## config.mk

```make
export PLATFORM = sky130hd
export DESIGN_NAME = tcw_ctrl
export DESIGN_NICKNAME = d
export VERILOG_FILES = /design/src/rtl/tcw_pkg.sv /design/src/rtl/tcw_ctrl.sv
export SDC_FILE = /design/constraint.sdc
export NUM_CORES = 1
export LEC_CHECK = 0
export BUFFER_PORTS_ARGS = -buffer_cell sky130_fd_sc_hd__buf_2
export CAP_MARGIN = 0
export CORE_MARGIN = 2
export CORE_UTILIZATION = 62
export CTS_CLUSTER_DIAMETER = 150
export DETAILED_ROUTE_END_ITERATION = 8
export MAX_ROUTING_LAYER = met4
export PLACE_DENSITY = 0.87
export RECOVER_POWER = 50
export SKIP_CTS_REPAIR_TIMING = 1
export SYNTH_ARGS = -nofsm -noshare
export SYNTH_HDL_FRONTEND = slang
export SYNTH_SLANG_ARGS = --single-unit
```

## constraint.sdc

```tcl
create_clock -name clk_i -period 13.8 [get_ports clk_i]
set_input_delay 2.76 -clock clk_i [delete_from_list [all_inputs] [get_ports clk_i]]
set_output_delay 2.76 -clock clk_i [all_outputs]
set_load 0.01 [all_outputs]
```

## src/rtl/tcw_pkg.sv

```systemverilog
// Package of the text console writer: transaction types, codes, defaults.
// Used by tcw_ctrl, text_console_writer and tcw_checker; depends on nothing.
`timescale 1ns / 1ps
`default_nettype none

package tcw_pkg;

  localparam int COLUMNS_DEF = 80;
  localparam int ROWS_DEF    = 24;

  localparam logic [7:0] CHAR_NUL   = 8'h00;
  localparam logic [7:0] CHAR_LF    = 8'h0A;
  localparam logic [7:0] CHAR_CR    = 8'h0D;
  localparam logic [7:0] CHAR_SPACE = 8'h20;

  typedef enum logic [1:0] {
    KIND_PUT  = 2'd0,
    KIND_BKSP = 2'd1,
    KIND_READ = 2'd2
  } kind_e;

  typedef enum logic [2:0] {
    ST_INIT,
    ST_IDLE,
    ST_DECIDE,
    ST_SCROLL,
    ST_SCROLL_END,
    ST_RESP
  } state_e;

  typedef struct packed {
    logic [1:0] kind;
    logic [7:0] character;
    logic [4:0] row;
    logic [6:0] col;
  } in_item_t;

  typedef struct packed {
    logic [7:0] read_char;
    logic [4:0] cursor_row;
    logic [6:0] cursor_col;
    logic       scrolled;
  } out_item_t;

endpackage

`default_nettype wire

```

## src/rtl/tcw_ctrl.sv

```systemverilog
// Sequencer of the console writer: cursor, item decode, clearing pass and
// scroll sweep over the character RAM. Depends on tcw_pkg.
`timescale 1ns / 1ps
`default_nettype none

module tcw_ctrl import tcw_pkg::*; #(
  parameter int COLUMNS = COLUMNS_DEF,
  parameter int ROWS    = ROWS_DEF,
  localparam int CELLS  = ROWS * COLUMNS,
  localparam int AW     = $clog2(CELLS)
) (
  input  wire logic        clk_i,
  input  wire logic        rst_ni,
  input  wire logic        in_valid_i,
  input  wire in_item_t    in_item_i,
  output logic             in_stall_o,
  input  wire logic        res_ready_i,
  output logic             res_valid_o,
  output out_item_t        res_item_o,
  output logic             ram_we_o,
  output logic [AW-1:0]    ram_waddr_o,
  output logic [7:0]       ram_wdata_o,
  output logic             ram_re_o,
  output logic [AW-1:0]    ram_raddr_o,
  input  wire logic [7:0]  ram_rdata_i
);

  localparam int CW     = $clog2(COLUMNS);
  localparam int RW     = $clog2(ROWS + 1);
  localparam int COPY_N = CELLS - COLUMNS;

  state_e          state_q, state_d;
  in_item_t        item_q, item_d;
  logic [RW-1:0]   crow_q, crow_d;
  logic [CW-1:0]   ccol_q, ccol_d;
  logic [AW-1:0]   cnt_q, cnt_d;
  logic            scr_q, scr_d;
  logic            rdok_q, rdok_d;
  logic            wpend_q, wpend_d;
  logic            wsrc_q, wsrc_d;
  logic [AW-1:0]   waddr_q, waddr_d;

  logic            in_acc;
  logic            sweep_last;
  logic            put_nul, put_pend, put_eol, col_last, rd_ok;
  logic [RW-1:0]   bs_row;
  logic [CW-1:0]   bs_col;
  logic [AW-1:0]   cur_addr, bs_addr, rd_addr;

  assign in_acc     = in_valid_i && (state_q == ST_IDLE);
  assign sweep_last = (cnt_q == AW'(CELLS - 1));

  assign put_nul  = (item_q.character == CHAR_NUL);
  assign put_pend = (int'(crow_q) >= ROWS);
  assign put_eol  = (item_q.character == CHAR_LF) || (item_q.character == CHAR_CR);
  assign col_last = (ccol_q == CW'(COLUMNS - 1));
  assign rd_ok    = (int'(item_q.row) < ROWS) && (int'(item_q.col) < COLUMNS);

  // Backspace target: step left, or to the last column of the row above; stays at row 0, column 0.
  always_comb begin
    bs_row = crow_q;
    bs_col = ccol_q;
    if (ccol_q != '0) begin
      bs_col = ccol_q - CW'(1);
    end else if (crow_q != '0) begin
      bs_row = crow_q - RW'(1);
      bs_col = CW'(COLUMNS - 1);
    end
  end

  assign cur_addr = AW'(int'(crow_q) * COLUMNS + int'(ccol_q));
  assign bs_addr  = AW'(int'(bs_row) * COLUMNS + int'(bs_col));
  assign rd_addr  = AW'(int'(item_q.row) * COLUMNS + int'(item_q.col));

  // Next state.
  always_comb begin
    state_d = state_q;
    case (state_q)
      ST_INIT: begin
        if (sweep_last) state_d = ST_IDLE;
      end
      ST_IDLE: begin
        if (in_valid_i) state_d = ST_DECIDE;
      end
      ST_DECIDE: begin
        if (item_q.kind == KIND_PUT && !put_nul && put_pend) begin
          state_d = ST_SCROLL;
        end else begin
          state_d = ST_RESP;
        end
      end
      ST_SCROLL: begin
        if (sweep_last) state_d = ST_SCROLL_END;
      end
      ST_SCROLL_END: state_d = ST_DECIDE;
      ST_RESP: begin
        if (res_ready_i) state_d = ST_IDLE;
      end
      default: state_d = ST_INIT;
    endcase
  end

  // Datapath and outputs.
  always_comb begin
    item_d      = item_q;
    crow_d      = crow_q;
    ccol_d      = ccol_q;
    cnt_d       = cnt_q;
    scr_d       = scr_q;
    rdok_d      = rdok_q;
    wpend_d     = 1'b0;
    wsrc_d      = wsrc_q;
    waddr_d     = waddr_q;
    ram_we_o    = 1'b0;
    ram_waddr_o = cur_addr;
    ram_wdata_o = CHAR_NUL;
    ram_re_o    = 1'b0;
    ram_raddr_o = rd_addr;
    res_valid_o = 1'b0;
    in_stall_o  = (state_q != ST_IDLE);

    // Drain the write trailing the scroll reads.
    if (wpend_q) begin
      ram_we_o    = 1'b1;
      ram_waddr_o = waddr_q;
      ram_wdata_o = wsrc_q ? ram_rdata_i : CHAR_NUL;
    end

    case (state_q)
      ST_INIT: begin
        ram_we_o    = 1'b1;
        ram_waddr_o = cnt_q;
        ram_wdata_o = CHAR_SPACE;
        cnt_d       = sweep_last ? '0 : cnt_q + AW'(1);
      end
      ST_IDLE: begin
        if (in_acc) begin
          item_d = in_item_i;
          scr_d  = 1'b0;
          rdok_d = 1'b0;
        end
      end
      ST_DECIDE: begin
        case (kind_e'(item_q.kind))
          KIND_PUT: begin
            if (!put_nul) begin
              if (put_pend) begin
                scr_d = 1'b1;
                cnt_d = '0;
              end else if (put_eol) begin
                crow_d = crow_q + RW'(1);
                ccol_d = '0;
              end else begin
                ram_we_o    = 1'b1;
                ram_waddr_o = cur_addr;
                ram_wdata_o = item_q.character;
                if (col_last) begin
                  ccol_d = '0;
                  crow_d = crow_q + RW'(1);
                end else begin
                  ccol_d = ccol_q + CW'(1);
                end
              end
            end
          end
          KIND_BKSP: begin
            ram_we_o    = 1'b1;
            ram_waddr_o = bs_addr;
            ram_wdata_o = CHAR_NUL;
            crow_d      = bs_row;
            ccol_d      = bs_col;
          end
          KIND_READ: begin
            ram_re_o = rd_ok;
            rdok_d   = rd_ok;
          end
          default: ;
        endcase
      end
      ST_SCROLL: begin
        // Read the cell one row below and write it to this cell in the next cycle; the last row is filled with NUL.
        ram_re_o    = (int'(cnt_q) < COPY_N);
        ram_raddr_o = AW'(int'(cnt_q) + COLUMNS);
        wpend_d     = 1'b1;
        wsrc_d      = (int'(cnt_q) < COPY_N);
        waddr_d     = cnt_q;
        cnt_d       = sweep_last ? '0 : cnt_q + AW'(1);
      end
      ST_SCROLL_END: begin
        crow_d = RW'(ROWS - 1);
        ccol_d = '0;
      end
      ST_RESP: begin
        res_valid_o = res_ready_i;
      end
      default: ;
    endcase
  end

  assign res_item_o.read_char  = rdok_q ? ram_rdata_i : CHAR_NUL;
  assign res_item_o.cursor_row = 5'(crow_q);
  assign res_item_o.cursor_col = 7'(ccol_q);
  assign res_item_o.scrolled   = scr_q;

  always_ff @(posedge clk_i or negedge rst_ni) begin
    if (!rst_ni) begin
      state_q <= ST_INIT;
      crow_q  <= '0;
      ccol_q  <= '0;
      cnt_q   <= '0;
      scr_q   <= 1'b0;
      rdok_q  <= 1'b0;
      wpend_q <= 1'b0;
    end else begin
      state_q <= state_d;
      crow_q  <= crow_d;
      ccol_q  <= ccol_d;
      cnt_q   <= cnt_d;
      scr_q   <= scr_d;
      rdok_q  <= rdok_d;
      wpend_q <= wpend_d;
    end
  end

  always_ff @(posedge clk_i) begin
    item_q  <= item_d;
    wsrc_q  <= wsrc_d;
    waddr_q <= waddr_d;
  end

endmodule

`default_nettype wire

```

==> results of run 1 <==
==> power breakdown <==
| part | leakage (nW) | switching [mW] | internal (mW) |
|---|---|---|---|
| clock | 0.104 | 0.0809 | 0.103 |
| combinational | 1.82 | 0.00655 | 0.00633 |
| sequential | 0.705 | 0 | 0.198 |
==> cell type report <==
class	instances	share of cell area, %
Tap cell	105	2.28
Inverter	27	1.76
Clock buffer	10	2.21
Timing Repair Buffer	91	7.85
Multi-Input combinational cell	450	54.0
Sequential cell	63	30.3
Clock inverter	6	1.60
==> worst paths after layout <==
path | to | from | cells after the start | slack [ns]
setup / recovery | ram_waddr_o[10] | ccol_q[2] | 15 | 5.97
hold / removal | scr_q | scr_q | 1 | 0.51
setup reg to reg | crow_q[1] | state_q[1] | 8 | 10.20
hold reg to reg | scr_q | scr_q | 1 | 0.51
max in group asynchronous | cnt_q[0] | rst_ni | 1 | 9.90
min in group asynchronous | crow_q[4] | rst_ni | 1 | 2.87
==> cells in the final DEF (no fill, tap or decap), types with 10 or more instances in the layout <==
| master | Yosys | layout |
|---|---|---|
| buf_2 | 3 | 86 |
| dfrtp_1 | 29 | 29 |
| nand2_1 | 51 | 51 |
| xor2_1 | 12 | 12 |
| edfxtp_1 | 34 | 34 |
| nand3_1 | 20 | 20 |
| ha_1 | 34 | 34 |
| a21o_1 | 10 | 10 |
| inv_1 | 27 | 27 |
| nor2_1 | 41 | 41 |
| xnor2_1 | 18 | 18 |
| a21oi_1 | 38 | 38 |
| and2_1 | 12 | 12 |
| o21ai_0 | 47 | 47 |
| nand2b_1 | 10 | 10 |
==> state kept, by name, summed over array words and instances, names as in the netlist <==
name and flops:
ccol_q 7, cnt_q 11, crow_q 5, item_q 22, rdok_q 1, scr_q 1, state_q 3, waddr_q 11
wpend_q 1, wsrc_q 1
==> routing by layer <==
metal  part of all wire (%)  track usage [%]  up-vias
li1                       -                -     2248
met1                     38             39.1     2221
met2                     50             57.2      281
met3                    8.2             5.85       49
met4                    4.1             18.0        0
met5                      0                -        -
==> cells by family (layout without fill, tap and decap cells) <==
group,count (synthesis),after routing,synth area share [%]
AO/OA/AOI/OAI,171,171,22.1
buffers and inverters,59,134,5.58
XOR/XNOR,31,31,5.53
adder cells (fa/ha/maj),40,40,10.6
AND/OR/NAND/NOR,194,194,19.4
flip-flops,63,63,33.9
multiplexers,14,14,3.01
==> stage by stage <==
step / hold WS (ns) / utilization (%) / worst slack [ns]
after global routing: 0.532 / 70.9 / 5.71
after detailed placement: 0.502 / 68.4 / 6.37
after floorplan: 0.423 / - / 6.68
after CTS: 0.519 / 71.1 / 5.98
final: 0.510 / 70.9 / 5.97
after global placement: 0.497 / 68.4 / 6.45
==> reports/metrics.csv, run 1 <==
stage,metric,value,unit
timing,RSZ-0062 raised after global routing,false,
setup_path,Crit Path Max Fanout,13,
synth,sequential area share after synthesis,33.9,%
layout,area added between synthesis and finish,11.9,%
grt,first-pass GRT wire length,22.8,mm
synth,"Net Count, Synth",646,
clocking,root buffer cell,clkbuf_8,
detailed_routing,Post-route DRC,0,
setup_path,CP Class,register to output pin,
floorplanning,Rows,33,
floorplanning,Initial Utilization,63.4,%
timing,Setup Skew,0.0117,ns
setup_path,"Data arrival, critical path",5.07,ns
timing,Final Slew Violations,30,
floorplanning,Core Area,8130,um2
clocking,CTS Sinks,63,
clocking,Clock Path Buffers,2,
layout,design area,5770,um2
detailed_routing,final WL,14.5,mm
clocking,clk_lat worst skew,0.34,ns
layout,Final Non-Filler Cells,752,
synth,syn avg cell area,9.02,um2
grt,initial antenna violation count,0,
synth,main area contributors after synthesis,"edfxtp_1, dfrtp_1, ha_1",
layout,ratio of cells with drive above 1 in the final layout,19.9,%
grt,vias in the first global route,4601,
synth,largest area contributor in the synthesized netlist,edfxtp_1,
flow_run,max-cap violation count,1,
floorplanning,Die Area,9070,um2
setup_path,CP max stage delay,0.69,ns
outcome,status,finished with violations,
synth,Mapped Cells,572,
detailed_routing,Via density,6.38,
clocking,"CTS clk-pin slew, worst paths",0.08,ns
clocking,CTS tree,done,
setup_path,Worst EP required,11.04,ns
grt,grt ovf,0,
synth,Synth Register Bits,63,
hold_path,Worst Hold Class,register to register,
power_and_ir_drop,Pleak,2.63,nW
synth,Main synth FF type,edfxtp_1,
synth,Synth top cells by count,"nand2_1, o21ai_0, nor2_1",
outcome,violated checks,"max-capacitance violations, max-slew violations",
place,I/O Buffers,88,
detailed_routing,drt pass-1 iters,5,
synth,Netlist Area Pre-Place,5160,um2
setup_path,Crit path buffers/inverters,2,
timing,Fin. Hold Viols,0,
place,placed insts,736,
timing,f_max,0.128,GHz
layout,register area,1750,um2
synth,Synth cell types,76,
timing,Setup TNS Final,0,ns
timing,Rel. slew slack,-17.1,%
clocking,Num CTS Buffers,9,
power_and_ir_drop,Max VDD drop,62.1,uV
synth,"count leader, synth",nand2_1,
synth,Yosys top cell area share,19.8,%
detailed_routing,via count,4799,
timing,endpoints failing setup,0,
power_and_ir_drop,power density over the cells,68.4,nW/um2
synth,async set-reset flop share out of synthesis,46.0,%
setup_path,cell family contributing the most delay on the critical path,simple AND/OR/NAND/NOR gates,
layout,nets,716,
layout,fillers,598,
clocking,htree depth,3,
power_and_ir_drop,final total power,0.395,mW
setup_path,crit-path cells,or4_1 > or2_1 > or4_4 > mux2_4 > ha_1 > ha_1 > inv_1 > fa_1 > nor2b_1 > o21ai_0 > or3b_2 > a21o_1 > nand3_1 > a31oi_1 > buf_2,
detailed_routing,Detailed Route Iter0 Violations,411,
timing,Tcrit/Tclk final,56.7,%
synth,Syn. warnings,0,
setup_path,Crit. End Element,output pin,
grt,largest net degree at the start of global routing,30,
place,GP Congestion,0.964,
floorplanning,Die W,95.2,um
setup_path,slowest cell on the critical path,or4_1,
layout,area of the multi-input gates,3120,um2
synth,number of flops mapped to enable cells by yosys,34,
timing,Period minus WS final,7.83,ns
layout,# diodes,0,
place,Final HPWL DP,11.1,mm
detailed_routing,post-route ant nets,0,
floorplanning,I/O pins,89,
setup_path,"most used cell, CP",ha_1,
floorplanning,die span in y,95.2,um
place,Placed Area,5570,um2
detailed_routing,WL per Instance,19.3,um
grt,Total GRT Usage,34.1,%
setup_path,Setup crit start kind,register,
timing,Worst Tran Pin Value,1.76,ns
No activity file was read; power rests on OpenSTA's default activity.
==> run 2, diff against run 1 <==
Settings changed: CORE_UTILIZATION 62 to 52, PLACE_DENSITY 0.87 to 0.78.
Clock period 13.8 ns to 6.59 ns, I/O delays scaled along.
==> run 2 against run 1 <==
Effect of this change: the run still ends with max-capacitance violations, max-slew violations left; sequential power is 110% higher; setup slack worse by 5.7 ns; design area is 1.1% higher; core utilization is 11 points lower; critical path depth is 2 higher; routed wire length is 4.9% lower; sequential share of layout area is 0.33 points lower; combinational power is 110% higher; worst hold slack worse by 0.0061 ns; first-iteration DRC count is 30% lower; die area is 18% higher; register-to-register slack worse by 7.0 ns; critical endpoint unchanged.
==> reports/metrics.csv, run 2 (same netlist as run 1, synthesis figures left out) <==
stage,metric,value,unit,change
floorplanning,Rows,36,,was 33
setup_path,Crit Path Max Fanout,9,,was 13
floorplanning,die span in y,104,um,was 95.2 um
layout,ratio of cells with drive above 1 in the final layout,19.8,%,was 19.9%
layout,fillers,879,,was 598
setup_path,slowest cell on the critical path,dfrtp_1,,was or4_1
timing,Final Slew Violations,30,,unchanged
clocking,CTS tree,done,,unchanged
floorplanning,Die Area,10700,um2,was 9070 um2
timing,Fin. Hold Viols,0,,unchanged
setup_path,crit-path cells,inv_1 > ha_1 > or2b_2 > or2_1 > or4_4 > mux2_4 > ha_1 > ha_1 > inv_1 > fa_1 > nor2b_2 > o21ai_0 > or3b_2 > a21o_1 > nand3_1 > a31oi_1 > buf_2,,was or4_1 > or2_1 > or4_4 > mux2_4 > ha_1 > ha_1 > inv_1 > fa_1 > nor2b_1 > o21ai_0 > or3b_2 > a21o_1 > nand3_1 > a31oi_1 > buf_2
place,I/O Buffers,88,,unchanged
detailed_routing,WL per Instance,17.6,um,was 19.3 um
timing,Tcrit/Tclk final,95.6,%,
outcome,status,finished with violations,,unchanged
layout,most frequent cells in the layout,"buf_2, nand2_1, o21ai_0, nor2_1, a21oi_1",,unchanged
clocking,Num CTS Buffers,9,,unchanged
outcome,violated checks,"max-capacitance violations, max-slew violations",,unchanged
detailed_routing,drt pass-1 iters,5,,unchanged
grt,Total GRT Usage,26.7,%,was 34.1%
timing,Worst Hold Margin,0.504,ns,was 0.510 ns
timing,Setup Skew,0.00861,ns,was 0.0117 ns
timing,endpoints failing setup,0,,unchanged
power_and_ir_drop,Max VDD drop,111,uV,was 62.1 uV
detailed_routing,routed wl met3,647,um,was 1.18 mm
setup_path,Setup crit start kind,register,,unchanged
setup_path,Worst EP required,5.27,ns,was 11.04 ns
layout,Largest regs,"item_q: 22 flops, cnt_q: 11 flops, waddr_q: 11 flops",,unchanged
hold_path,Worst Hold Class,register to register,,unchanged
setup_path,Crit. End Element,output pin,,unchanged
setup_path,"Data arrival, critical path",4.98,ns,was 5.07 ns
power_and_ir_drop,power density over the cells,148,nW/um2,was 68.4 nW/um2
timing,Rel. slew slack,-14.4,%,was -17.1%
setup_path,CP Class,register to output pin,,unchanged
timing,Period minus WS final,6.30,ns,
detailed_routing,Max Used Layer,met4,,unchanged
layout,"Most flops, register",item_q,,unchanged
grt,grt ovf,0,,unchanged
layout,area added between synthesis and finish,13.1,%,was 11.9%
layout,max reg flops,22,,unchanged
place,Final HPWL DP,10.6,mm,was 11.1 mm
floorplanning,Core Area,9680,um2,was 8130 um2
detailed_routing,Metal-1 WL,5.76,mm,was 5.50 mm
detailed_routing,Via density,6.02,,was 6.38
setup_path,"most used cell, CP",ha_1,,unchanged
grt,vias in the first global route,4709,,was 4601
place,Placed Area,5610,um2,was 5570 um2
setup_path,Crit path buffers/inverters,3,,was 2
place,GP Congestion,0.975,,was 0.964
layout,design area,5830,um2,was 5770 um2
clocking,Clock Path Buffers,2,,unchanged
layout,"most common cell after layout, fill and taps aside",buf_2,,unchanged
place,placed insts,765,,was 736
detailed_routing,via count,4702,,was 4799
floorplanning,I/O pins,89,,unchanged
setup_path,cell family contributing the most delay on the critical path,simple AND/OR/NAND/NOR gates,,unchanged
clocking,"CTS clk-pin slew, worst paths",0.08,ns,about the same
timing,f_max,0.159,GHz,
layout,Final Non-Filler Cells,781,,was 752
clocking,root buffer cell,clkbuf_8,,unchanged
flow_run,max-cap violation count,1,,unchanged
detailed_routing,total length of routed met2 wires,6.97,mm,was 7.21 mm
setup_path,CP max stage delay,0.48,ns,was 0.69 ns
grt,first-pass GRT wire length,22.6,mm,was 22.8 mm
detailed_routing,Detailed Route Iter0 Violations,289,,was 411
timing,Setup TNS Final,0,ns,unchanged
detailed_routing,post-route ant nets,0,,unchanged
layout,# diodes,0,,unchanged
grt,initial antenna violation count,0,,unchanged
grt,largest net degree at the start of global routing,30,,unchanged
detailed_routing,Post-route DRC,0,,unchanged
clocking,clk_lat worst skew,0.35,ns,was 0.34 ns
layout,nets,717,,was 716
floorplanning,Die W,104,um,was 95.2 um
power_and_ir_drop,Pleak,2.63,nW,about the same
clocking,CTS Sinks,63,,unchanged
detailed_routing,final WL,13.8,mm,was 14.5 mm
clocking,htree depth,3,,unchanged
timing,Worst Tran Pin Value,1.72,ns,was 1.76 ns
timing,RSZ-0062 raised after global routing,false,,unchanged
floorplanning,Initial Utilization,53.3,%,was 63.4%
run 2: layer usage:
| metal | vias to the layer above | GRT usage, % |
|---|---|---|
| li1 | 2256 | - |
| met1 | 2240 | 32.1 |
| met4 | 0 | 10.4 |
| met5 | - | - |
| met3 | 34 | 2.89 |
| met2 | 172 | 46.4 |
run 2: report_power, final:
group | leakage [nW] | internal, mW | switching, mW | total [mW]
Sequential | 0.705 | 0.414 | 0 | 0.414
Combinational | 1.80 | 0.0133 | 0.0132 | 0.0265
Clock | 0.121 | 0.253 | 0.171 | 0.424
Total | 2.63 | 0.680 | 0.184 | 0.864
run 2: worst paths after layout:
check,startpoint,endpoint,slack [ns],depth (start not counted)
setup / recovery,ccol_q[0],ram_waddr_o[10],0.29,17
hold / removal,scr_q,scr_q,0.50,1
setup reg to reg,state_q[1],crow_q[1],3.20,8
hold reg to reg,scr_q,scr_q,0.50,1
max in group asynchronous,rst_ni,wpend_q,4.18,1
min in group asynchronous,rst_ni,ccol_q[5],1.40,1
run 2: layout make-up:
class	instances	area, um2	area share (%)
clock buffers	9	124	2.12
multi-input cells	450	3120	53.5
clock inverters	7	120	2.06
inverters	27	101	1.74
flip-flops and latches	63	1750	29.9
repair buffers	92	452	7.74
well taps	133	166	2.85
run 2: through the flow:
stage | total power, mW | util [%] | setup WS [ns]
finish | 0.864 | 60.2 | 0.288
global route | 0.888 | 60.2 | 0.00527
CTS | 0.870 | 60.4 | 0.165
detailed placement | 0.449 | 57.9 | 0.585
global placement | 0.449 | 57.9 | 0.712
floorplan | 0.431 | - | 0.909
